===== src/s2c_pkg.sv =====
`timescale 1ns / 1ps
// ----------------------------------------------------------------------------
// s2c_pkg
// Widths, constants and shared types of the seconds-to-calendar pipeline.
// ----------------------------------------------------------------------------
package s2c_pkg;

   localparam int SECS_W    = 62;   // seconds after the epoch offset is removed
   localparam int TOD_W     = 17;   // seconds within a day
   localparam int DAYS_W    = 46;   // whole-day count
   localparam int EST_W     = 60;   // numerator of the year estimate
   localparam int YEAR_W    = 38;
   localparam int BASE_W    = 47;
   localparam int REM_W     = 10;   // day within a March-based year
   localparam int MI_W      = 6;
   localparam int MI_N_W    = 17;
   localparam int FIELD_W   = 38;
   localparam int SEL_W     = 3;
   localparam int DIV_STEPS = 8;    // quotient bits resolved per stage

   localparam logic [TOD_W-1:0]  SECS_PER_DAY  = 17'd86400;
   localparam logic [TOD_W-1:0]  SECS_PER_HOUR = 17'd3600;
   localparam logic [11:0]       SECS_PER_MIN  = 12'd60;
   localparam logic [DAYS_W-1:0] DAY_SHIFT     = 46'd719468;
   localparam logic [13:0]       EST_MUL       = 14'd10000;
   localparam logic [EST_W-1:0]  EST_ADD       = 60'd14780;
   localparam logic [21:0]       EST_DIV       = 22'd3652425;
   localparam logic [6:0]        CENTURY       = 7'd100;
   localparam logic [8:0]        DAYS_PER_YEAR = 9'd365;
   localparam logic [6:0]        MI_MUL        = 7'd100;
   localparam logic [MI_N_W-1:0] MI_ADD        = 17'd52;
   localparam logic [MI_N_W-1:0] MI_DIV        = 17'd3060;
   localparam logic [MI_W-1:0]   MONTHS        = 6'd12;

   typedef enum logic [SEL_W-1:0] {
      SEL_YEAR   = 3'd0,
      SEL_MONTH  = 3'd1,
      SEL_DAY    = 3'd2,
      SEL_HOUR   = 3'd3,
      SEL_MINUTE = 3'd4,
      SEL_SECOND = 3'd5
   } sel_type;

   typedef struct packed {
      logic [SEL_W-1:0] sel;
      logic [4:0]       hour;
      logic [5:0]       minute;
      logic [5:0]       second;
   } side_type;

   // Days before the start of March-based month mi: (306*mi + 5) / 10.
   function automatic logic [8:0] month_start(input logic [3:0] mi);
      logic [8:0] d;
      unique case (mi)
         4'd0:  d = 9'd0;
         4'd1:  d = 9'd31;
         4'd2:  d = 9'd61;
         4'd3:  d = 9'd92;
         4'd4:  d = 9'd122;
         4'd5:  d = 9'd153;
         4'd6:  d = 9'd184;
         4'd7:  d = 9'd214;
         4'd8:  d = 9'd245;
         4'd9:  d = 9'd275;
         4'd10: d = 9'd306;
         4'd11: d = 9'd337;
         4'd12: d = 9'd367;
         4'd13: d = 9'd398;
         4'd14: d = 9'd428;
         4'd15: d = 9'd459;
         default: d = 9'd0;
      endcase
      return d;
   endfunction

endpackage


===== src/s2c_year.sv =====
`timescale 1ns / 1ps
// ----------------------------------------------------------------------------
// s2c_year
// Shift the day count to a March epoch and estimate the year by long
// division of (10000*g + 14780) by 3652425.
// ----------------------------------------------------------------------------
module s2c_year (
   input  logic                         clock,
   input  logic                         reset,
   input  logic                         adv,
   input  logic                         in_valid,
   input  logic [s2c_pkg::DAYS_W-1:0]   in_days,
   input  s2c_pkg::side_type            in_side,
   output logic                         out_valid,
   output logic [s2c_pkg::YEAR_W-1:0]   out_year,
   output logic [s2c_pkg::DAYS_W-1:0]   out_g,
   output s2c_pkg::side_type            out_side
);
   import s2c_pkg::*;

   localparam int DS    = (EST_W + DIV_STEPS - 1) / DIV_STEPS;
   localparam int NQ_W  = DS * DIV_STEPS;
   localparam int DR_W  = 22;

   // front: day shift and scaled numerator
   logic              v0_ff;
   logic [DAYS_W-1:0] g_in, g0_ff;
   logic [EST_W-1:0]  est_in, est0_ff;
   side_type          side0_ff;

   assign g_in   = in_days + DAY_SHIFT;
   assign est_in = EST_W'(g_in) * EST_W'(EST_MUL) + EST_ADD;

   always_ff @(posedge clock) begin
      if (reset) begin
         v0_ff <= 1'b0;
      end else if (adv) begin
         v0_ff <= in_valid;
      end
   end

   always_ff @(posedge clock) begin
      if (adv) begin
         g0_ff    <= g_in;
         est0_ff  <= est_in;
         side0_ff <= in_side;
      end
   end

   logic [NQ_W-1:0]   nq_src  [DS];
   logic [NQ_W-1:0]   nq_in   [DS];
   logic [NQ_W-1:0]   nq_ff   [DS];
   logic [DR_W-1:0]   rem_src [DS];
   logic [DR_W-1:0]   rem_in  [DS];
   logic [DR_W-1:0]   rem_ff  [DS];
   logic [DAYS_W-1:0] g_src   [DS];
   logic [DAYS_W-1:0] g_ff    [DS];
   side_type          sd_src  [DS];
   side_type          sd_ff   [DS];
   logic              v_src   [DS];
   logic              v_ff    [DS];

   assign nq_src[0]  = {{(NQ_W - EST_W){1'b0}}, est0_ff};
   assign rem_src[0] = '0;
   assign g_src[0]   = g0_ff;
   assign sd_src[0]  = side0_ff;
   assign v_src[0]   = v0_ff;

   for (genvar k = 1; k < DS; k++) begin : g_link
      assign nq_src[k]  = nq_ff[k-1];
      assign rem_src[k] = rem_ff[k-1];
      assign g_src[k]   = g_ff[k-1];
      assign sd_src[k]  = sd_ff[k-1];
      assign v_src[k]   = v_ff[k-1];
   end

   for (genvar k = 0; k < DS; k++) begin : g_div
      always_comb begin
         logic [DR_W:0]   t;
         logic [NQ_W-1:0] w;
         logic [DR_W-1:0] r;
         r = rem_src[k];
         w = nq_src[k];
         for (int j = 0; j < DIV_STEPS; j++) begin
            t = {r, w[NQ_W-1]};
            w = {w[NQ_W-2:0], 1'b0};
            if (t >= {1'b0, EST_DIV}) begin
               t    = t - {1'b0, EST_DIV};
               w[0] = 1'b1;
            end
            r = t[DR_W-1:0];
         end
         nq_in[k]  = w;
         rem_in[k] = r;
      end

      always_ff @(posedge clock) begin
         if (reset) begin
            v_ff[k] <= 1'b0;
         end else if (adv) begin
            v_ff[k] <= v_src[k];
         end
      end

      always_ff @(posedge clock) begin
         if (adv) begin
            nq_ff[k]  <= nq_in[k];
            rem_ff[k] <= rem_in[k];
            g_ff[k]   <= g_src[k];
            sd_ff[k]  <= sd_src[k];
         end
      end
   end

   assign out_valid = v_ff[DS-1];
   assign out_year  = nq_ff[DS-1][YEAR_W-1:0];
   assign out_g     = g_ff[DS-1];
   assign out_side  = sd_ff[DS-1];

endmodule


===== config.mk =====
export PLATFORM = sky130hd
export DESIGN_NAME = s2c_year
export DESIGN_NICKNAME = d
export VERILOG_FILES = /design/src/s2c_pkg.sv /design/src/s2c_year.sv
export SDC_FILE = /design/constraint.sdc
export NUM_CORES = 2
export LEC_CHECK = 0
export ABC_AREA = 1
export BUFFER_PORTS_ARGS = -buffer_cell sky130_fd_sc_hd__buf_2
export CAP_MARGIN = 0
export CORE_MARGIN = 1
export CORE_UTILIZATION = 41
export DETAILED_ROUTE_END_ITERATION = 6
export REMOVE_ABC_BUFFERS = 1
export SLEW_MARGIN = 40
export SYNTH_ARGS = -nofsm -noshare
export SYNTH_HDL_FRONTEND = slang
export SYNTH_SLANG_ARGS = --single-unit

===== constraint.sdc =====
create_clock -name clock -period 17.94 [get_ports clock]
set_input_delay 0 -clock clock [delete_from_list [all_inputs] [get_ports clock]]
set_output_delay 0 -clock clock [all_outputs]
set_load 0.005 [all_outputs]

==> impl_metrics.toml <==
[clock_tree]
worstSkewPairLatency_ps = 800
clk_root_buffer_cell = "clkbuf_16"
post_cts_buffers = 0
clockBufferDepth = 3
cts-htree-levels = 3
cts_tree = "built"
clkTransAtPathRegs_ps = 60
clock-sinks = 1089
cts_resized = 0
cts-buffers-inserted = 120

[routing]
remaining_drc_errors = 0
ant_nets = 0
first_iter_violations = 5764
wl_met2_um = 101000
num_vias = 74100
avgRoutedWirePerCell_um = 14.9
wirelength_um = 222000
dr.pass1.iters = 6
viasPerCell = 4.99
topRoutingLayerUsed = "met4"
dr_wl_met3_um = 9160
met1Wirelength_um = 108000

[sta]
tightest_slew_ps = 837
period_minus_slack_ps = 14130
setup_tns_ps = 0
hold_slack_ps = 98.1
finalCritPeriodShare = 0.788
max_slew_margin = 0.440
setup_viol = 0
slew_violations = 0
max_freq_mhz = 70.7
hold_violations = 0
rsz0062_at_grt = "false"
skew_ps = 79.1

[setup_path]
slowest_delay_ps = 690
crit_arrival_ps = 14600
timing.rr.start = "rem_ff[3][4]"
required_ps = 18410
ff2ff_setup_slack_ps = 3810
ff2ff_path_depth = 67
cpMaxStageDelayCell = "nand4_2"
cp-end-kind = "register"
r2r_end = "rem_ff[4][3]"
critPathKind = "reg -> reg"
critPathLaunchType = "register"
cpMostUsedCell = "nand2_1"
path_max_fanout = 35

[grt]
grt_pass1_vias = 68600
grt.total_usage = 0.201
grt_max_degree = 179
grt-ovfl-total = 0
grt_pass1_wl_um = 359000
antenna_found_initial = 7

[logic_synthesis]
yosys-top-cells-area = "edfxtp_1 (37%), nand2_1 (17%), nand3_1 (7.0%)"
synth_top_family_by_area = "simple AND/OR/NAND/NOR gates"
yosys.area_share.simple = 0.370
netlist.area_leader.share = 0.375
synth-seq-cells = 1089
netlist_area_sq_um = 87100
ys_warn_count = 0
async_reset_ff_frac = 0
syn-instance-count = 11800
synth_mux_area_frac = 0
synth_xor_area_frac = 0.0511
yosysSeqAreaShare = 0.375
synthAdderAreaFrac = 0.0626
yosysTopAreaCell = "edfxtp_1"
synth_area_per_cell_sq_um = 7.38
synthFlopType = "edfxtp_1"
synth_compound_area_frac = 0.0404
synth_edf_count = 1088
synth.distinct_cells = 75

[die]
dieArea_sq_um = 214000
io_pins = 175
fp.coreArea_sq_um = 210000
initial_utilization = 0.414
die_w_um = 463
fp-row-count = 168
die-height_um = 463

[finish]
drive_gt1_frac = 0.0980
area_growth_syn_to_layout_pct = 8.87
multiInputGateArea_sq_um = 45800
final.fill_count = 21000
seqCellArea_sq_um = 32700
stdcell_area_sq_um = 94900
final_nets = 12400

[run_status]
status = "complete, no violations"

[worst_hold_path]
min_path_type = "in -> reg"
worstHoldStart = "in_days[0]"
whs_endpoint = "g0_ff[0]"
worstHoldPathCells = 2

[placed_design]
port-buffer-count = 174
gp_congestion = 0.909
placed_area_sq_um = 89400
dp_hpwl_um = 171000

[run]
maxCapViolations = 0
-- synthesized netlist by cell type, drive strengths merged, types with 7 or more instances --
library cell	number
or2	8
xor2	435
a31oi	14
nand3	1272
fa	123
buf	265
nand4	267
xnor2	70
nand3b	55
edfxtp	1088
o211ai	12
inv	1674
ha	239
o21bai	17
nor3	96
a21oi	197
o21ai	291
clkbuf	13
nand2	4316
o21a	19
nor2	1266
and2	7
a21o	7
nor4	15
a21boi	7
-- flip-flops by register name (all words and copies together), names as in the netlist --
register / count
g_ff: 368
nq_ff: 306
sd_ff: 160
rem_ff: 124
est0_ff: 56
g0_ff: 46
sd_src: 20
v_ff: 8
v0_ff: 1
-- layout by cell type (no fill, tap or decap), drive strengths merged, types with 3 or more instances in the layout --
cell	count
clkbuf	139
nand3	1272
buf	195
nand2	4316
fa	123
xnor2	70
a31oi	14
o21bai	17
o31ai	3
and3	3
xor2	435
inv	1686
bufinv	19
a21o	7
o21ai	291
clkinv	51
nor3	96
edfxtp	1088
nand4	267
nor2	1266
and2	7
nand3b	55
ha	239
a21boi	7
nor3b	5
a21oi	197
dlygate4sd3	111
o211ai	12
or2	8
o21a	19
nor4	15
o22ai	3
clkinvlp	8
-- per-stage QoR --
step                      cells  utilization  setup slack, ps
final                     14900        0.451             3810
after global routing      14900        0.451             1890
after CTS                 14900        0.450             3860
after detailed placement  14500        0.425             3940
after global placement    14500        0.424             3790
after floorplan           11500            -             7170
-- how the worst max path moves through the flow --
stage | from | endpoint | slack, ps | cells past startpoint
3_5_place_dp | rem_ff[3][13] | rem_ff[4][3] | 3940 | 67
6_report | rem_ff[3][4] | rem_ff[4][3] | 3810 | 67
2_1_floorplan | nq_ff[0][255] | rem_ff[4][12] | 7170 | 72
4_1_cts | rem_ff[3][1] | rem_ff[4][3] | 3860 | 69
5_1_grt | rem_ff[3][1] | rem_ff[4][6] | 1890 | 68
3_3_place_gp | rem_ff[3][4] | rem_ff[4][12] | 3790 | 67
-- per-layer routing --
layer	vias up	track usage
met5	-	0
met2	1566	0.325
met3	272	0.0213
met4	0	0.0494
met1	34200	0.288
li1	38100	-
-- critical path: cells and delay by family (launching register included) --
kind	cells	cell delay, ps
simple gates	57	11950
buf+inv	6	710
flops	1	440
compound gates	3	410
fa+ha+maj	1	230
-- timing repair --
item / in CTS / in global routing
hold endpoints to repair: 207 / 0
hold buffers: 111 / 0
endpoints found under the setup margin: 0 / 0
-- cell type report --
class | count | share of cell area
multi-input cells | 8760 | 0.483
flip-flops and latches | 1089 | 0.345
inverters | 1678 | 0.0665
well taps | 2805 | 0.0370
clock buffers | 139 | 0.0324
repair buffers | 306 | 0.0244
clock inverters | 86 | 0.0120
diodes | 1 | 0.0000264
-- cell families after synthesis --
group                      count (synthesis)
and+or+nand+nor                         7313
AOI/OAI and AO/OA                        580
xor gates and xnor gates                 505
adders and majority gates                362
DFF                                     1089
buffers and inverters                   1956
Power is not shown: default switching activity piles up to over one toggle a cycle in this logic, so the estimate is an artifact.
