File: config.mk
export PLATFORM = sky130hd
export DESIGN_NAME = s2c_date
export DESIGN_NICKNAME = d
export VERILOG_FILES = /design/src/s2c_pkg.sv /design/src/s2c_date.sv
export SDC_FILE = /design/constraint.sdc
export NUM_CORES = 2
export LEC_CHECK = 0
export BUFFER_PORTS_ARGS = -buffer_cell sky130_fd_sc_hd__clkbuf_2
export CAP_MARGIN = 20
export CORE_MARGIN = 2
export CORE_UTILIZATION = 55
export CTS_BUF_LIST = sky130_fd_sc_hd__clkbuf_4 sky130_fd_sc_hd__clkbuf_8
export CTS_CLUSTER_DIAMETER = 50
export CTS_CLUSTER_SIZE = 10
export DETAILED_ROUTE_END_ITERATION = 7
export HOLD_SLACK_MARGIN = 0.03
export PLACE_DENSITY = 0.82
export SYNTH_ARGS = -nofsm -noshare
export SYNTH_HDL_FRONTEND = slang
export SYNTH_SLANG_ARGS = --single-unit
File: constraint.sdc
create_clock -name clock -period 10.8 [get_ports clock]
set_input_delay 0.54 -clock clock [delete_from_list [all_inputs] [get_ports clock]]
set_output_delay 0.54 -clock clock [all_outputs]
set_load 0.02 [all_outputs]
File: src/s2c_pkg.sv
`timescale 1ns / 1ps
// ----------------------------------------------------------------------------
// s2c_pkg
// Widths, constants and shared types of the seconds-to-calendar pipeline.
// ----------------------------------------------------------------------------
package s2c_pkg;

   localparam int SECS_W    = 62;   // seconds after the epoch offset is removed
   localparam int TOD_W     = 17;   // seconds within a day
   localparam int DAYS_W    = 46;   // whole-day count
   localparam int EST_W     = 60;   // numerator of the year estimate
   localparam int YEAR_W    = 38;
   localparam int BASE_W    = 47;
   localparam int REM_W     = 10;   // day within a March-based year
   localparam int MI_W      = 6;
   localparam int MI_N_W    = 17;
   localparam int FIELD_W   = 38;
   localparam int SEL_W     = 3;
   localparam int DIV_STEPS = 8;    // quotient bits resolved per stage

   localparam logic [TOD_W-1:0]  SECS_PER_DAY  = 17'd86400;
   localparam logic [TOD_W-1:0]  SECS_PER_HOUR = 17'd3600;
   localparam logic [11:0]       SECS_PER_MIN  = 12'd60;
   localparam logic [DAYS_W-1:0] DAY_SHIFT     = 46'd719468;
   localparam logic [13:0]       EST_MUL       = 14'd10000;
   localparam logic [EST_W-1:0]  EST_ADD       = 60'd14780;
   localparam logic [21:0]       EST_DIV       = 22'd3652425;
   localparam logic [6:0]        CENTURY       = 7'd100;
   localparam logic [8:0]        DAYS_PER_YEAR = 9'd365;
   localparam logic [6:0]        MI_MUL        = 7'd100;
   localparam logic [MI_N_W-1:0] MI_ADD        = 17'd52;
   localparam logic [MI_N_W-1:0] MI_DIV        = 17'd3060;
   localparam logic [MI_W-1:0]   MONTHS        = 6'd12;

   typedef enum logic [SEL_W-1:0] {
      SEL_YEAR   = 3'd0,
      SEL_MONTH  = 3'd1,
      SEL_DAY    = 3'd2,
      SEL_HOUR   = 3'd3,
      SEL_MINUTE = 3'd4,
      SEL_SECOND = 3'd5
   } sel_type;

   typedef struct packed {
      logic [SEL_W-1:0] sel;
      logic [4:0]       hour;
      logic [5:0]       minute;
      logic [5:0]       second;
   } side_type;

   // Days before the start of March-based month mi: (306*mi + 5) / 10.
   function automatic logic [8:0] month_start(input logic [3:0] mi);
      logic [8:0] d;
      unique case (mi)
         4'd0:  d = 9'd0;
         4'd1:  d = 9'd31;
         4'd2:  d = 9'd61;
         4'd3:  d = 9'd92;
         4'd4:  d = 9'd122;
         4'd5:  d = 9'd153;
         4'd6:  d = 9'd184;
         4'd7:  d = 9'd214;
         4'd8:  d = 9'd245;
         4'd9:  d = 9'd275;
         4'd10: d = 9'd306;
         4'd11: d = 9'd337;
         4'd12: d = 9'd367;
         4'd13: d = 9'd398;
         4'd14: d = 9'd428;
         4'd15: d = 9'd459;
         default: d = 9'd0;
      endcase
      return d;
   endfunction

endpackage

File: src/s2c_date.sv
`timescale 1ns / 1ps
// ----------------------------------------------------------------------------
// s2c_date
// Year correction and month index: divide the year estimate by 100, form the
// days before the estimated year and the year before it, pick one, then
// divide the day-of-year term by 3060.
// ----------------------------------------------------------------------------
module s2c_date (
   input  logic                         clock,
   input  logic                         reset,
   input  logic                         adv,
   input  logic                         in_valid,
   input  logic [s2c_pkg::YEAR_W-1:0]   in_year,
   input  logic [s2c_pkg::DAYS_W-1:0]   in_g,
   input  s2c_pkg::side_type            in_side,
   output logic                         out_valid,
   output logic [s2c_pkg::YEAR_W-1:0]   out_year,
   output logic [s2c_pkg::REM_W-1:0]    out_rem,
   output logic [s2c_pkg::MI_W-1:0]     out_mi,
   output s2c_pkg::side_type            out_side
);
   import s2c_pkg::*;

   localparam int DS   = (YEAR_W + DIV_STEPS - 1) / DIV_STEPS;
   localparam int NQ_W = DS * DIV_STEPS;
   localparam int CR_W = 7;

   function automatic logic [BASE_W-1:0] days_before(input logic [YEAR_W-1:0] y,
                                                     input logic [YEAR_W-1:0] q);
      return BASE_W'(y) * BASE_W'(DAYS_PER_YEAR) + BASE_W'(y >> 2)
             - BASE_W'(q) + BASE_W'(q >> 2);
   endfunction

   logic [NQ_W-1:0]   nq_src  [DS];
   logic [NQ_W-1:0]   nq_in   [DS];
   logic [NQ_W-1:0]   nq_ff   [DS];
   logic [CR_W-1:0]   rem_src [DS];
   logic [CR_W-1:0]   rem_in  [DS];
   logic [CR_W-1:0]   rem_ff  [DS];
   logic [YEAR_W-1:0] y_src   [DS];
   logic [YEAR_W-1:0] y_ff    [DS];
   logic [DAYS_W-1:0] g_src   [DS];
   logic [DAYS_W-1:0] g_ff    [DS];
   side_type          sd_src  [DS];
   side_type          sd_ff   [DS];
   logic              v_src   [DS];
   logic              v_ff    [DS];

   assign nq_src[0]  = {{(NQ_W - YEAR_W){1'b0}}, in_year};
   assign rem_src[0] = '0;
   assign y_src[0]   = in_year;
   assign g_src[0]   = in_g;
   assign sd_src[0]  = in_side;
   assign v_src[0]   = in_valid;

   for (genvar k = 1; k < DS; k++) begin : g_link
      assign nq_src[k]  = nq_ff[k-1];
      assign rem_src[k] = rem_ff[k-1];
      assign y_src[k]   = y_ff[k-1];
      assign g_src[k]   = g_ff[k-1];
      assign sd_src[k]  = sd_ff[k-1];
      assign v_src[k]   = v_ff[k-1];
   end

   for (genvar k = 0; k < DS; k++) begin : g_div
      always_comb begin
         logic [CR_W:0]   t;
         logic [NQ_W-1:0] w;
         logic [CR_W-1:0] r;
         r = rem_src[k];
         w = nq_src[k];
         for (int j = 0; j < DIV_STEPS; j++) begin
            t = {r, w[NQ_W-1]};
            w = {w[NQ_W-2:0], 1'b0};
            if (t >= {1'b0, CENTURY}) begin
               t    = t - {1'b0, CENTURY};
               w[0] = 1'b1;
            end
            r = t[CR_W-1:0];
         end
         nq_in[k]  = w;
         rem_in[k] = r;
      end

      always_ff @(posedge clock) begin
         if (reset) begin
            v_ff[k] <= 1'b0;
         end else if (adv) begin
            v_ff[k] <= v_src[k];
         end
      end

      always_ff @(posedge clock) begin
         if (adv) begin
            nq_ff[k]  <= nq_in[k];
            rem_ff[k] <= rem_in[k];
            y_ff[k]   <= y_src[k];
            g_ff[k]   <= g_src[k];
            sd_ff[k]  <= sd_src[k];
         end
      end
   end

   // both candidate year starts; (y-1)/100 follows from the remainder
   logic              vc_ff, vd_ff, ve_ff;
   logic [YEAR_W-1:0] q0, q1, y1;
   logic [BASE_W-1:0] base0_in, base1_in, base0_ff, base1_ff;
   logic [YEAR_W-1:0] yc_ff;
   logic [DAYS_W-1:0] gc_ff;
   side_type          sc_ff, sd2_ff, se_ff;

   assign q0       = nq_ff[DS-1][YEAR_W-1:0];
   assign q1       = (rem_ff[DS-1] == '0) ? q0 - YEAR_W'(1) : q0;
   assign y1       = y_ff[DS-1] - YEAR_W'(1);
   assign base0_in = days_before(y_ff[DS-1], q0);
   assign base1_in = days_before(y1, q1);

   // correct the estimate by one year when it overshoots
   logic [YEAR_W-1:0] yd_in, yd_ff, ye_ff;
   logic [BASE_W-1:0] based;
   logic [REM_W-1:0]  remd_in, remd_ff, reme_ff;

   always_comb begin
      if (base0_ff > BASE_W'(gc_ff)) begin
         yd_in = yc_ff - YEAR_W'(1);
         based = base1_ff;
      end else begin
         yd_in = yc_ff;
         based = base0_ff;
      end
      remd_in = REM_W'(BASE_W'(gc_ff) - based);
   end

   // month index: (100*rem + 52) / 3060
   logic [MI_W-1:0] mi_in, mi_ff;

   always_comb begin
      logic [MI_N_W-1:0] n;
      n     = MI_N_W'(remd_ff) * MI_N_W'(MI_MUL) + MI_ADD;
      mi_in = '0;
      for (int j = MI_W - 1; j >= 0; j--) begin
         if (n >= (MI_DIV << j)) begin
            n        = n - (MI_DIV << j);
            mi_in[j] = 1'b1;
         end
      end
   end

   always_ff @(posedge clock) begin
      if (reset) begin
         vc_ff <= 1'b0;
         vd_ff <= 1'b0;
         ve_ff <= 1'b0;
      end else if (adv) begin
         vc_ff <= v_ff[DS-1];
         vd_ff <= vc_ff;
         ve_ff <= vd_ff;
      end
   end

   always_ff @(posedge clock) begin
      if (adv) begin
         base0_ff <= base0_in;
         base1_ff <= base1_in;
         yc_ff    <= y_ff[DS-1];
         gc_ff    <= g_ff[DS-1];
         sc_ff    <= sd_ff[DS-1];
         yd_ff    <= yd_in;
         remd_ff  <= remd_in;
         sd2_ff   <= sc_ff;
         ye_ff    <= yd_ff;
         reme_ff  <= remd_ff;
         mi_ff    <= mi_in;
         se_ff    <= sd2_ff;
      end
   end

   assign out_valid = ve_ff;
   assign out_year  = ye_ff;
   assign out_rem   = reme_ff;
   assign out_mi    = mi_ff;
   assign out_side  = se_ff;

endmodule

==> impl_metrics.prom <==
# TYPE chip_impl_metric gauge
chip_impl_metric{name="drive_above_1_share",unit=""} 0.120
chip_impl_info{name="run_status",value="finished, final reports clean"} 1
chip_impl_info{name="dr.max_layer_used",value="met5"} 1
chip_impl_metric{name="avgSynthCellArea",unit="sq um"} 13.2
chip_impl_info{name="critical_path.slowest_cell",value="edfxtp_1"} 1
chip_impl_metric{name="fillers",unit=""} 7037
chip_impl_info{name="rr_endpoint",value="rem_ff[0][30]$_DFFE_PP_"} 1
chip_impl_metric{name="grt_start_max_net_pins",unit=""} 194
chip_impl_info{name="hold_class",value="input port to register"} 1
chip_impl_metric{name="detail_route.vias_per_cell",unit=""} 5.50
chip_impl_metric{name="layout_worst_path_cycle_share",unit=""} 0.937
chip_impl_metric{name="holdWs",unit="ns"} 0.358
chip_impl_metric{name="cts-buffers-inserted",unit=""} 118
chip_impl_metric{name="insertion_delay_to_the_later_sink_of_the_worst_skew_pair",unit="ns"} 0.82
chip_impl_metric{name="placed_cell_area",unit="sq mm"} 0.0546
chip_impl_metric{name="wl",unit="mm"} 97.1
chip_impl_metric{name="final-hold-violation-count",unit=""} 0
chip_impl_metric{name="maxClockFrequency",unit="MHz"} 98.8
chip_impl_info{name="cts-root-buf",value="clkbuf_8"} 1
chip_impl_metric{name="ys.warnings.count",unit=""} 0
chip_impl_metric{name="detail_route.first_pass.iterations",unit=""} 5
chip_impl_metric{name="synth.yosys.seq_area_share",unit=""} 0.536
chip_impl_info{name="critPathMostFrequentCell",value="ha_1"} 1
chip_impl_metric{name="clock_path_buffers",unit=""} 3
chip_impl_metric{name="dp_hpwl",unit="mm"} 70.9
chip_impl_metric{name="fp.dieH",unit="microns"} 312
chip_impl_metric{name="vias_in_the_first_global_route",unit=""} 31400
chip_impl_metric{name="synthesis.area",unit="sq mm"} 0.0521
chip_impl_metric{name="num_io_pins",unit=""} 183
chip_impl_metric{name="detailroute.wirelength.met3",unit="mm"} 4.46
chip_impl_metric{name="die-width",unit="microns"} 312
chip_impl_metric{name="stdcell_area",unit="sq mm"} 0.0581
chip_impl_metric{name="grt_pass1_wl",unit="mm"} 158
chip_impl_metric{name="drt_iter0_drc",unit=""} 2323
chip_impl_metric{name="setup.reg_to_reg.worst_slack",unit="ns"} 0.68
chip_impl_metric{name="worst-path-max-fanout",unit=""} 9
chip_impl_metric{name="postSynthCellCount",unit=""} 3936
chip_impl_metric{name="grt_antenna_before_repair",unit=""} 5
chip_impl_metric{name="dieArea",unit="sq mm"} 0.0972
chip_impl_metric{name="post-route-drc-count",unit=""} 0
chip_impl_metric{name="drt.antenna.violating_nets",unit=""} 0
chip_impl_metric{name="ctsHtreeMaxLevel",unit=""} 3
chip_impl_metric{name="fin_crit",unit="ns"} 10.12
chip_impl_metric{name="detailroute.wirelength.met2",unit="mm"} 46.2
chip_impl_info{name="critPathCapture",value="rem_ff[0][30]$_DFFE_PP_"} 1
chip_impl_metric{name="yosys_register_bits",unit=""} 931
chip_impl_metric{name="finalSetupTns",unit="ns"} 0
chip_impl_metric{name="design.final.nets",unit=""} 5065
chip_impl_metric{name="timing.final.setup_violations",unit=""} 0
chip_impl_info{name="critPathLaunchType",value="register"} 1
chip_impl_metric{name="placement.io_buffers",unit=""} 182
chip_impl_metric{name="vias",unit=""} 31100
chip_impl_info{name="crit_type",value="register to register"} 1
chip_impl_metric{name="grt_use_total",unit=""} 0.200
chip_impl_info{name="synth_ff_type",value="edfxtp_1"} 1
chip_impl_metric{name="worstPathRequired",unit="ns"} 11.32
chip_impl_metric{name="cts_num_sinks",unit=""} 931
chip_impl_metric{name="routedWlPerCell",unit="microns"} 17.2
chip_impl_metric{name="gr-total-overflow",unit=""} 0
chip_impl_info{name="timing.critical_path.to_type",value="register"} 1
chip_impl_metric{name="timing.clock.skew",unit="ns"} 0.0496
chip_impl_metric{name="initial_standard_cell_utilization_of_the_core",unit=""} 0.556
chip_impl_info{name="setup.worst_path.start",value="y_ff[0][123]$_DFFE_PP_"} 1
chip_impl_metric{name="netlist-cell-type-count",unit=""} 121
chip_impl_info{name="r2r_start",value="y_ff[0][123]$_DFFE_PP_"} 1
chip_impl_metric{name="finalMaxSlewViolations",unit=""} 0
chip_impl_metric{name="gp_congestion",unit=""} 0.903
chip_impl_metric{name="postSynth.asyncResetShare",unit=""} 0
chip_impl_metric{name="synth-edff-count",unit=""} 928
chip_impl_metric{name="num_rows",unit=""} 112
chip_impl_metric{name="maxCapViolations",unit=""} 0
chip_impl_metric{name="worst_ep_arrival_time",unit="ns"} 10.64
chip_impl_metric{name="max_slew.worst_pin.slew",unit="ns"} 1.15
chip_impl_metric{name="timing.critical_path.slowest_cell_delay",unit="ns"} 0.51
chip_impl_info{name="tritoncts",value="built"} 1
chip_impl_metric{name="clk_transition_reported_paths",unit="ns"} 0.07
chip_impl_metric{name="syn2layout_area_growth",unit="%"} 11.6
chip_impl_metric{name="r2r_cell_count",unit=""} 49
chip_impl_metric{name="timing.slew.headroom",unit=""} 0.231
chip_impl_metric{name="core-area",unit="sq mm"} 0.0936
chip_impl_metric{name="synth_fp_nets",unit=""} 4665
chip_impl_metric{name="wl_met1",unit="mm"} 44.0
flip-flops by register name, indices dropped and copies added, names as in the netlist, 38 cells and up:
name	flops
g_ff	230
y_ff	190
sd_ff	100
nq_ff	80
base0_ff	47
gc_ff	46
out_year	38
yc_ff	38
yd_ff	38
layout by cell type (no fill, tap or decap), drive strengths merged, types with 35 or more instances in the layout:
master / count
nand2: 160
a21oi: 139
clkbuf: 319
fa: 286
o21ai: 135
xor2: 57
dlygate4sd3: 106
nand2b: 40
a21o: 44
nor3: 77
inv: 584
mux2i: 78
a31oi: 35
ha: 335
xnor2: 140
nand3: 80
nor2: 162
and2: 36
edfxtp: 928
per-layer routing:
layer / up-vias / global-route usage
met5: - / 0
met4: 2 / 0.0579
met3: 177 / 0.0316
met2: 709 / 0.326
met1: 15200 / 0.280
li1: 15000 / -
worst min path at each step:
stage | slack (ns) | startpoint | cells past startpoint | to
after detailed placement | 0.40 | g_ff[0][31]$_DFFE_PP_ | 0 | g_ff[1][31]$_DFFE_PP_
after global routing | 0.35 | adv | 1 | sd_ff[1][9]$_DFFE_PP_
after CTS | 0.30 | adv | 1 | sd_ff[0][9]$_DFFE_PP_
final | 0.36 | adv | 1 | sd_ff[2][9]$_DFFE_PP_
after global placement | 0.40 | yd_ff[13]$_DFFE_PP_ | 0 | out_year[13]$_DFFE_PP_
after floorplan | 0.40 | g_ff[0][0]$_DFFE_PP_ | 0 | g_ff[1][0]$_DFFE_PP_
cell usage after synthesis (11+ instances only):
master	instances	area (sq um)
o21bai_1	14	105
o2111ai_1	14	123
mux2i_1	78	781
a21oi_1	135	676
o211ai_1	30	225
o31ai_1	20	150
ha_1	335	4190
and3_1	24	150
or3_1	27	169
o21ai_0	122	611
a211o_1	11	96.3
clkbuf_1	31	116
o21ai_1	11	55.1
nor4_1	20	125
nand2_1	159	597
nand2b_1	40	250
a211oi_1	18	135
nand4_1	33	206
or2_2	18	113
and4_1	13	114
and2_1	36	225
inv_1	567	2130
xor2_1	56	490
o22ai_1	12	75.1
o21a_1	34	255
fa_1	286	5730
a21o_1	44	330
a21boi_0	12	90.1
o211a_1	15	150
xnor2_1	138	1210
nand3_1	80	400
a31oi_1	33	206
nor3_1	75	375
nor2b_1	33	206
mux2_2	27	304
nor2_1	160	601
edfxtp_1	928	27900
metrics by stage:
stage          utilization  setup WS (ns)  cells
3_5_place_dp         0.583         0.0703   5356
3_3_place_gp         0.583          0.472   5354
6_report             0.621          0.676   5651
5_1_grt              0.621        -0.0464   5651
2_1_floorplan            -           1.01   3936
4_1_cts              0.619          0.123   5638
timing repair:
action | in CTS | in global routing
hold buffers | 106 | 0
setup buffers | 0 | 8
pin swaps | 0 | 5
endpoints found under the setup margin | 2 | 18
endpoints found under the hold margin | 108 | 0
gates resized for setup | 1 | 23
final cells by class:
class / count / area, sq um / share of cell area
Timing Repair Buffer: 315 / 2220 / 0.0381
Inverter: 572 / 2150 / 0.0370
Clock inverter: 38 / 505 / 0.00869
Clock buffer: 138 / 1770 / 0.0305
Multi-Input combinational cell: 2398 / 22000 / 0.378
Tap cell: 1254 / 1570 / 0.0270
Antenna cell: 5 / 12.5 / 0.000215
Sequential cell: 931 / 27900 / 0.480
worst max-delay path, delay by kind of cell, from the launching register on:
family | cells | cell delay, ns
AO/OA/AOI/OAI | 17 | 3.44
buffers and inverters | 7 | 0.72
XOR/XNOR | 5 | 0.93
AND/OR/NAND/NOR | 10 | 1.80
adder cells (fa/ha/maj) | 8 | 1.84
flip-flops | 1 | 0.51
multiplexers | 2 | 0.62
cells by family after synthesis:
logic type | share of synthesized area
flops | 0.536
simple gates | 0.0787
compound gates | 0.0930
fa+ha+maj | 0.191
buf+inv | 0.0440
xor+xnor | 0.0345
mux | 0.0226
Power is left out: the tool's default activity adds up to more than one toggle a clock period on the data nets, which glitch-free logic cannot reach.
