### config.mk
export PLATFORM = sky130hd
export DESIGN_NAME = s2c_days
export DESIGN_NICKNAME = d
export VERILOG_FILES = /design/src/s2c_pkg.sv /design/src/s2c_days.sv
export SDC_FILE = /design/constraint.sdc
export NUM_CORES = 1
export LEC_CHECK = 0
export BUFFER_PORTS_ARGS = -buffer_cell sky130_fd_sc_hd__buf_4
export CAP_MARGIN = 10
export CORE_MARGIN = 2
export CORE_UTILIZATION = 64
export DETAILED_ROUTE_END_ITERATION = 7
export GPL_TIMING_DRIVEN = 1
export PLACE_DENSITY = 0.8
export SKIP_LAST_GASP = 1
export SLEW_MARGIN = 20
export SYNTH_ARGS = -nofsm -noshare
export SYNTH_HDL_FRONTEND = slang
export SYNTH_SLANG_ARGS = --single-unit
### constraint.sdc
create_clock -name clock -period 10.97 [get_ports clock]
set_clock_uncertainty 0.2 [all_clocks]
set_input_delay 0.5485 -clock clock [delete_from_list [all_inputs] [get_ports clock]]
set_output_delay 0.5485 -clock clock [all_outputs]
set_load 0.05 [all_outputs]
### src/s2c_pkg.sv
`timescale 1ns / 1ps
// ----------------------------------------------------------------------------
// s2c_pkg
// Widths, constants and shared types of the seconds-to-calendar pipeline.
// ----------------------------------------------------------------------------
package s2c_pkg;

   localparam int SECS_W    = 62;   // seconds after the epoch offset is removed
   localparam int TOD_W     = 17;   // seconds within a day
   localparam int DAYS_W    = 46;   // whole-day count
   localparam int EST_W     = 60;   // numerator of the year estimate
   localparam int YEAR_W    = 38;
   localparam int BASE_W    = 47;
   localparam int REM_W     = 10;   // day within a March-based year
   localparam int MI_W      = 6;
   localparam int MI_N_W    = 17;
   localparam int FIELD_W   = 38;
   localparam int SEL_W     = 3;
   localparam int DIV_STEPS = 8;    // quotient bits resolved per stage

   localparam logic [TOD_W-1:0]  SECS_PER_DAY  = 17'd86400;
   localparam logic [TOD_W-1:0]  SECS_PER_HOUR = 17'd3600;
   localparam logic [11:0]       SECS_PER_MIN  = 12'd60;
   localparam logic [DAYS_W-1:0] DAY_SHIFT     = 46'd719468;
   localparam logic [13:0]       EST_MUL       = 14'd10000;
   localparam logic [EST_W-1:0]  EST_ADD       = 60'd14780;
   localparam logic [21:0]       EST_DIV       = 22'd3652425;
   localparam logic [6:0]        CENTURY       = 7'd100;
   localparam logic [8:0]        DAYS_PER_YEAR = 9'd365;
   localparam logic [6:0]        MI_MUL        = 7'd100;
   localparam logic [MI_N_W-1:0] MI_ADD        = 17'd52;
   localparam logic [MI_N_W-1:0] MI_DIV        = 17'd3060;
   localparam logic [MI_W-1:0]   MONTHS        = 6'd12;

   typedef enum logic [SEL_W-1:0] {
      SEL_YEAR   = 3'd0,
      SEL_MONTH  = 3'd1,
      SEL_DAY    = 3'd2,
      SEL_HOUR   = 3'd3,
      SEL_MINUTE = 3'd4,
      SEL_SECOND = 3'd5
   } sel_type;

   typedef struct packed {
      logic [SEL_W-1:0] sel;
      logic [4:0]       hour;
      logic [5:0]       minute;
      logic [5:0]       second;
   } side_type;

   // Days before the start of March-based month mi: (306*mi + 5) / 10.
   function automatic logic [8:0] month_start(input logic [3:0] mi);
      logic [8:0] d;
      unique case (mi)
         4'd0:  d = 9'd0;
         4'd1:  d = 9'd31;
         4'd2:  d = 9'd61;
         4'd3:  d = 9'd92;
         4'd4:  d = 9'd122;
         4'd5:  d = 9'd153;
         4'd6:  d = 9'd184;
         4'd7:  d = 9'd214;
         4'd8:  d = 9'd245;
         4'd9:  d = 9'd275;
         4'd10: d = 9'd306;
         4'd11: d = 9'd337;
         4'd12: d = 9'd367;
         4'd13: d = 9'd398;
         4'd14: d = 9'd428;
         4'd15: d = 9'd459;
         default: d = 9'd0;
      endcase
      return d;
   endfunction

endpackage

### src/s2c_days.sv
`timescale 1ns / 1ps
// ----------------------------------------------------------------------------
// s2c_days
// Long division of the seconds count by 86400, then hour/minute/second split.
// ----------------------------------------------------------------------------
module s2c_days (
   input  logic                         clock,
   input  logic                         reset,
   input  logic                         adv,
   input  logic                         in_valid,
   input  logic [s2c_pkg::SECS_W-1:0]   in_secs,
   input  logic [s2c_pkg::SEL_W-1:0]    in_sel,
   output logic                         out_valid,
   output logic [s2c_pkg::DAYS_W-1:0]   out_days,
   output s2c_pkg::side_type            out_side
);
   import s2c_pkg::*;

   localparam int DS   = (SECS_W + DIV_STEPS - 1) / DIV_STEPS;
   localparam int NQ_W = DS * DIV_STEPS;

   logic [NQ_W-1:0]  nq_src  [DS];
   logic [NQ_W-1:0]  nq_in   [DS];
   logic [NQ_W-1:0]  nq_ff   [DS];
   logic [TOD_W-1:0] rem_src [DS];
   logic [TOD_W-1:0] rem_in  [DS];
   logic [TOD_W-1:0] rem_ff  [DS];
   logic [SEL_W-1:0] sel_src [DS];
   logic [SEL_W-1:0] sel_ff  [DS];
   logic             v_src   [DS];
   logic             v_ff    [DS];

   assign nq_src[0]  = {{(NQ_W - SECS_W){1'b0}}, in_secs};
   assign rem_src[0] = '0;
   assign sel_src[0] = in_sel;
   assign v_src[0]   = in_valid;

   for (genvar k = 1; k < DS; k++) begin : g_link
      assign nq_src[k]  = nq_ff[k-1];
      assign rem_src[k] = rem_ff[k-1];
      assign sel_src[k] = sel_ff[k-1];
      assign v_src[k]   = v_ff[k-1];
   end

   for (genvar k = 0; k < DS; k++) begin : g_div
      always_comb begin
         logic [TOD_W:0]   t;
         logic [NQ_W-1:0]  w;
         logic [TOD_W-1:0] r;
         r = rem_src[k];
         w = nq_src[k];
         for (int j = 0; j < DIV_STEPS; j++) begin
            t = {r, w[NQ_W-1]};
            w = {w[NQ_W-2:0], 1'b0};
            if (t >= {1'b0, SECS_PER_DAY}) begin
               t    = t - {1'b0, SECS_PER_DAY};
               w[0] = 1'b1;
            end
            r = t[TOD_W-1:0];
         end
         nq_in[k]  = w;
         rem_in[k] = r;
      end

      always_ff @(posedge clock) begin
         if (reset) begin
            v_ff[k] <= 1'b0;
         end else if (adv) begin
            v_ff[k] <= v_src[k];
         end
      end

      always_ff @(posedge clock) begin
         if (adv) begin
            nq_ff[k]  <= nq_in[k];
            rem_ff[k] <= rem_in[k];
            sel_ff[k] <= sel_src[k];
         end
      end
   end

   // hour split
   logic              va_ff;
   logic [DAYS_W-1:0] days_a_ff;
   logic [SEL_W-1:0]  sel_a_ff;
   logic [4:0]        hour_in, hour_a_ff;
   logic [11:0]       rs_in, rs_a_ff;

   always_comb begin
      logic [TOD_W-1:0] r;
      r       = rem_ff[DS-1];
      hour_in = '0;
      for (int j = 4; j >= 0; j--) begin
         if (r >= (SECS_PER_HOUR << j)) begin
            r          = r - (SECS_PER_HOUR << j);
            hour_in[j] = 1'b1;
         end
      end
      rs_in = r[11:0];
   end

   // minute and second split
   logic       vb_ff;
   logic [DAYS_W-1:0] days_b_ff;
   side_type   side_in, side_b_ff;

   always_comb begin
      logic [11:0] r;
      r              = rs_a_ff;
      side_in.sel    = sel_a_ff;
      side_in.hour   = hour_a_ff;
      side_in.minute = '0;
      for (int j = 5; j >= 0; j--) begin
         if (r >= (SECS_PER_MIN << j)) begin
            r                 = r - (SECS_PER_MIN << j);
            side_in.minute[j] = 1'b1;
         end
      end
      side_in.second = r[5:0];
   end

   always_ff @(posedge clock) begin
      if (reset) begin
         va_ff <= 1'b0;
         vb_ff <= 1'b0;
      end else if (adv) begin
         va_ff <= v_ff[DS-1];
         vb_ff <= va_ff;
      end
   end

   always_ff @(posedge clock) begin
      if (adv) begin
         days_a_ff <= nq_ff[DS-1][DAYS_W-1:0];
         sel_a_ff  <= sel_ff[DS-1];
         hour_a_ff <= hour_in;
         rs_a_ff   <= rs_in;
         days_b_ff <= days_a_ff;
         side_b_ff <= side_in;
      end
   end

   assign out_valid = vb_ff;
   assign out_days  = days_b_ff;
   assign out_side  = side_b_ff;

endmodule

==> results.cfg, run 1 <==
[worst_setup_path]
reg2regPathDepth = 38
cp_num_buf_inv = 4
r2r-end = rem_ff[1][30]
end_kind = flip-flop
critPathTopFamily = compound AO/OA/AOI/OAI gates
path_class = reg2reg
worstReg2RegStart = rem_ff[1][7]
r2r_slack_ns = 0.46
crit_path_frequent_cell = buf_4
cp.arrival_ns = 10.64
cp.required_ns = 11.10
slowest_stage = a2111o_1
path_depth = 38
crit_path_max_incr_delay_ns = 0.53
cp_max_fo = 11
start_kind = flip-flop

[yosys]
synth_xor_xnor_area_share_pct = 6.91
synthAdderAreaFrac_pct = 1.71
synth_top_area_share_pct = 47.1
postSynthCellCount = 3942
synth_mux_area_share_pct = 4.06
syn_avg_cell_area_um2 = 10.8
yosysWarnings = 0
ys_ff_latch = 668
yosysUniqueCellTypes = 165
synth_top_area_cell = edfxtp_1
synth.area.top_cells = edfxtp_1 47%, xnor2_1 4.8%, a21oi_1 2.7%, nor2_1 2.4%, nand2_1 2.4%
synth_compound_area_share_pct = 21.9
ys_seq_area_share_pct = 47.2
synth_top_family_by_area = compound AO/OA/AOI/OAI gates
syn_nets = 4069
synth-edff-count = 666
synth_area_mm2 = 0.0425
yosys.area_share.simple_pct = 15.8
synth_ff_type = edfxtp_1
ys_async_sr_fraction_pct = 0

[sta]
min_period_ns = 10.51
hold_violations = 0
max_freq_ghz = 0.0951
timing.hold.ws_ns = 0.208
slew_violations = 0
worst_slew_pin_slew_ns = 1.01
min_period_over_period_pct = 95.8
finalSetupViolations = 0
max-slew-margin-rel_pct = 32.4

[min_path]
min_path_cells = 0
worstHoldStart = nq_ff[7][11]
holdPathEnd = days_a_ff[11]
worstHoldPathType = reg2reg

[finish]
nets = 4397
layout-drive-gt1-share_pct = 17.1
fillers = 4549
area_growth_pct = 14.2
layout_commonest_cell = edfxtp_1
layout_common_cells = 666 x edfxtp_1, 287 x buf_4, 273 x nand2_1
diodes = 0
stdcell_count = 5187

[die]
die_h_um = 262
die_area_mm2 = 0.0684
ios = 136
core-area_mm2 = 0.0657
num_rows = 94
start_util_pct = 64.6
die_w_um = 262

[clock_tree]
clock_path_buffers = 3
clk_pin_slew_ns = 0.06
cts_buffers = 70
root_buffer = clkbuf_16
cts_sinks = 668
htree_levels = 3
cts_tree = yes
worstSkewPairLatency_ns = 0.63

[grt]
grt_max_degree = 176
grt_pass1_vias = 30300
use_met3_pct = 3.15
use_met2_pct = 42.1
gr-usage-all-layers_pct = 25.7
grt.met1_usage_pct = 35.9
grt_pass1_wl_um = 147000
grt-busiest-layer = met2
grt-ovfl-total = 0
antenna_found_initial = 0

[drt]
dr.pass1.iters = 6
wirelength_um = 90800
num_vias = 33100
post_drt_wl_per_cell_um = 17.5
postRouteAntennaNets = 0
vias_per_cell = 6.38
drt_iter0_drc = 3123
drc = 0

[place]
portBuffers = 135
hpwl_um = 63300
placed_cells = 4974
place_congestion = 0.954

[outcome]
status = completed

[flow_run]
drv_cap = 0
[timing repair]
item,CTS,global route
hold endpoints to repair,68,0
hold buffers,67,0
buffers inserted,0,20
gates resized for setup,0,61
setup endpoints to repair,0,54
[final cells by class]
cell class	count	area [um2]	area share, %
repair buffers	357	2880	5.94
well taps	864	1080	2.23
clock buffers	77	1780	3.67
flip-flops and latches	668	20000	41.3
multi-input cells	3057	21700	44.9
inverters	116	438	0.903
clock inverters	48	517	1.07
[sequential cells by signal, summed over array words and instances, names as in the netlist]
register / count
days_a_ff: 46
hour_a_ff: 5
nq_ff: 380
out_days: 46
out_side: 20
out_valid: 1
rem_ff: 122
rs_a_ff: 12
sel_a_ff: 3
sel_ff: 24
v_ff: 8
va_ff: 1
[cell usage after synthesis (35+ instances only)]
master / count
a211oi_1: 58
a21o_1: 51
a21oi_1: 226
a31oi_1: 62
and2_1: 62
and3_1: 40
clkbuf_1: 50
edfxtp_1: 666
ha_1: 58
inv_1: 103
mux2_2: 54
mux2i_1: 93
nand2_1: 273
nand2b_1: 44
nand3_1: 106
nand4_1: 35
nor2_1: 275
nor2b_1: 41
nor3_1: 112
nor4_1: 35
o211ai_1: 55
o21a_1: 45
o21ai_0: 168
o31ai_1: 55
or2_2: 39
or3_1: 46
xnor2_1: 231
xor2_1: 93
[worst max path at each step]
| stage | start | to | slack (ns) |
|---|---|---|---|
| after floorplan | rem_ff[1][6] | rem_ff[1][25] | 1.08 |
| after detailed placement | rem_ff[0][41] | rem_ff[0][59] | 0.17 |
| after global routing | rem_ff[1][7] | rem_ff[1][30] | -0.04 |
| after CTS | rem_ff[1][7] | rem_ff[1][30] | 0.08 |
| final | rem_ff[1][7] | rem_ff[1][30] | 0.46 |
| after global placement | rem_ff[1][7] | rem_ff[1][30] | 0.41 |
[routing by layer]
layer	vias to the layer above	wire length (um)
li1	16100	-
met1	15800	41000
met2	1013	43100
met3	185	4390
met4	0	2300
met5	-	0
[per-stage QoR]
stage                     util [%]  TNS [ns]  area (um2)  setup slack, ns
after global placement        68.5         0       45000            0.405
final                         73.7         0       48500            0.456
after detailed placement      68.5         0       45000            0.166
after global routing          73.7   -0.0890       48500          -0.0385
after CTS                     73.0         0       48000           0.0764
after floorplan                  -         0       42500             1.08
[cell families after synthesis]
logic type,after synthesis
AND/OR/NAND/NOR,1275
multiplexers,160
flip-flops,668
AO/OA/AOI/OAI,1233
adder cells (fa/ha/maj),58
XOR/XNOR,330
buffers and inverters,218
Power of run 1 is left out: the tool's default activity adds up to more than one toggle a clock period on the data nets, which glitch-free logic cannot reach.
==> inputs of run 2 (changes only) <==
- ABC_AREA: not set -> 1
==> results.cfg, run 2 <==
[outcome]
status = completed

[drt]
dr.pass1.iters = 6
post_drt_wl_per_cell_um = 13.0
drc = 0
vias_per_cell = 5.35
wirelength_um = 83100
drt_iter0_drc = 2371
postRouteAntennaNets = 0
num_vias = 34100

[finish]
area_growth_pct = 9.63
stdcell_count = 6375
diodes = 0
regMostFlops = nq_ff
layout_common_cells = 1701 x nand2_1, 666 x edfxtp_1, 495 x inv_1
fillers = 5151
layout-drive-gt1-share_pct = 16.5
nets = 5576
layout_commonest_cell = nand2_1
largest_reg_flops = 380
reg_top3 = nq_ff: 380 flops, rem_ff: 122 flops

[place]
placed_cells = 6183
place_congestion = 0.888
portBuffers = 135
hpwl_um = 58600

[yosys]
synth_area_mm2 = 0.0436
ys_async_sr_fraction_pct = 0
synth_top_family_by_area = simple AND/OR/NAND/NOR gates
synth_xor_xnor_area_share_pct = 4.60
synth_compound_area_share_pct = 4.06
ys_seq_area_share_pct = 46.0
syn_avg_cell_area_um2 = 8.28
synth_ff_type = edfxtp_1
synth_top_area_share_pct = 45.9
yosysUniqueCellTypes = 63
synth.top_cells.by_count = 1701 x nand2_1, 666 x edfxtp_1, 495 x inv_1
synth.most_common_cell = nand2_1
synth_top_area_cell = edfxtp_1
synth.area.top_cells = edfxtp_1 46%, nand2_1 15%, nand3_1 5.6%, inv_1 4.3%, xor2_1 4.2%
synth-edff-count = 666
syn_nets = 5392
postSynthCellCount = 5265
synthAdderAreaFrac_pct = 1.66
yosys.area_share.simple_pct = 36.2
yosysWarnings = 0
ys_ff_latch = 668
synth_mux_area_share_pct = 0.118

[sta]
finalSetupViolations = 0
min_period_over_period_pct = 82.5
max-slew-margin-rel_pct = 30.1
rsz0062_at_grt = false
max_freq_ghz = 0.111
slew_violations = 0
min_period_ns = 9.05
worst_slew_pin_slew_ns = 1.05
hold_violations = 0
fin_setup_tns_ns = 0

[worst_setup_path]
cp.arrival_ns = 9.22
slowest_stage = a21oi_1
worstReg2RegStart = rem_ff[1][14]
r2r_slack_ns = 1.92
reg2regPathDepth = 57
start_kind = flip-flop
cp_num_buf_inv = 8
path_class = reg2reg
cp_max_fo = 15
critPathTopFamily = simple AND/OR/NAND/NOR gates
r2r-end = rem_ff[1][31]
crit_path_frequent_cell = nand2_1
end_kind = flip-flop
cp.required_ns = 11.14
crit_path_max_incr_delay_ns = 0.63

[clock_tree]
cts_buffers = 70
clk_pin_slew_ns = 0.06
worstSkewPairLatency_ns = 0.63
cts_sinks = 668
htree_levels = 3
root_buffer = clkbuf_16
cts_tree = yes
clock_path_buffers = 3

[die]
die_h_um = 265
num_rows = 95
ios = 136
core-area_mm2 = 0.0673
die_w_um = 265
start_util_pct = 64.8
die_area_mm2 = 0.0702

[grt]
grt_max_degree = 177
grt-ovfl-total = 0
gr-usage-all-layers_pct = 23.7
grt_pass1_wl_um = 142000
antenna_found_initial = 1
grt_pass1_vias = 31500

[flow_run]
drv_cap = 0

[min_path]
holdPathEnd = nq_ff[2][50]
worstHoldStart = nq_ff[1][42]
worstHoldPathType = reg2reg
min_path_cells = 0
run 2: cell types whose count changed in the layout (fill, tap and decap cells not counted), moves of 85 or more:
cell	previous run	this run
nand2_1	273	1701
inv_1	103	495
nand3_1	106	490
nand2_2	3	285
xnor2_1	228	21
nand4_1	35	201
buf_4	287	140
a21oi_1	223	86
xor2_1	92	208
nor3_1	110	10
inv_2	12	105
o21ai_0	166	81
run 2: worst max path at each step:
stage / start / endpoint / slack [ns] / depth (start not counted)
CTS: rem_ff[1][14] / rem_ff[1][31] / 1.96 / 57
global placement: rem_ff[1][9] / rem_ff[1][33] / 2.14 / 57
global route: rem_ff[1][14] / rem_ff[1][33] / 0.72 / 57
floorplan: rem_ff[0][60] / rem_ff[1][15] / 4.03 / 65
detailed placement: rem_ff[1][14] / rem_ff[1][31] / 2.01 / 57
finish: rem_ff[1][14] / rem_ff[1][31] / 1.92 / 57
run 2: cells by family (layout without fill, tap and decap cells):
| logic type | count (synthesis) | in the layout |
|---|---|---|
| muxes | 5 | 5 |
| AOI/OAI and AO/OA | 299 | 299 |
| DFF | 668 | 668 |
| xor gates and xnor gates | 229 | 229 |
| buffers and inverters | 719 | 956 |
| adders and majority gates | 58 | 58 |
| and+or+nand+nor | 3287 | 3287 |
run 2: layer usage:
metal	GRT usage, %	up-vias	routed length [um]
met5	0	-	7
met4	6.84	2	1980
met3	3.28	140	3400
met2	40.0	702	39100
met1	32.1	15500	38600
li1	-	17800	-
run 2: repair_timing:
item / CTS / global route
hold buffers: 67 / 0
gates resized for setup: 0 / 0
hold endpoints to repair: 67 / 0
buffers inserted: 0 / 0
run 2: layout make-up:
type / instances / area (um2) / share of cell area [%]
sequential: 668 / 20000 / 41.9
multi-input combinational: 3878 / 20300 / 42.5
clock buffer: 84 / 1850 / 3.86
timing repair buffer: 209 / 1760 / 3.67
inverter: 622 / 2360 / 4.93
tap: 873 / 1090 / 2.28
clock inverter: 41 / 385 / 0.806
run 2: metrics by stage:
step / worst slack (ns) / util [%] / hold slack (ns) / area [um2]
after global routing: 0.718 / 71.1 / 0.210 / 47800
final: 1.92 / 71.1 / 0.201 / 47800
after floorplan: 4.03 / - / 0.200 / 43600
after CTS: 1.96 / 71.1 / 0.203 / 47800
after detailed placement: 2.01 / 66.7 / 0.205 / 44900
after global placement: 2.14 / 66.7 / 0.200 / 44900
Power of run 2 is left out for the same reason.
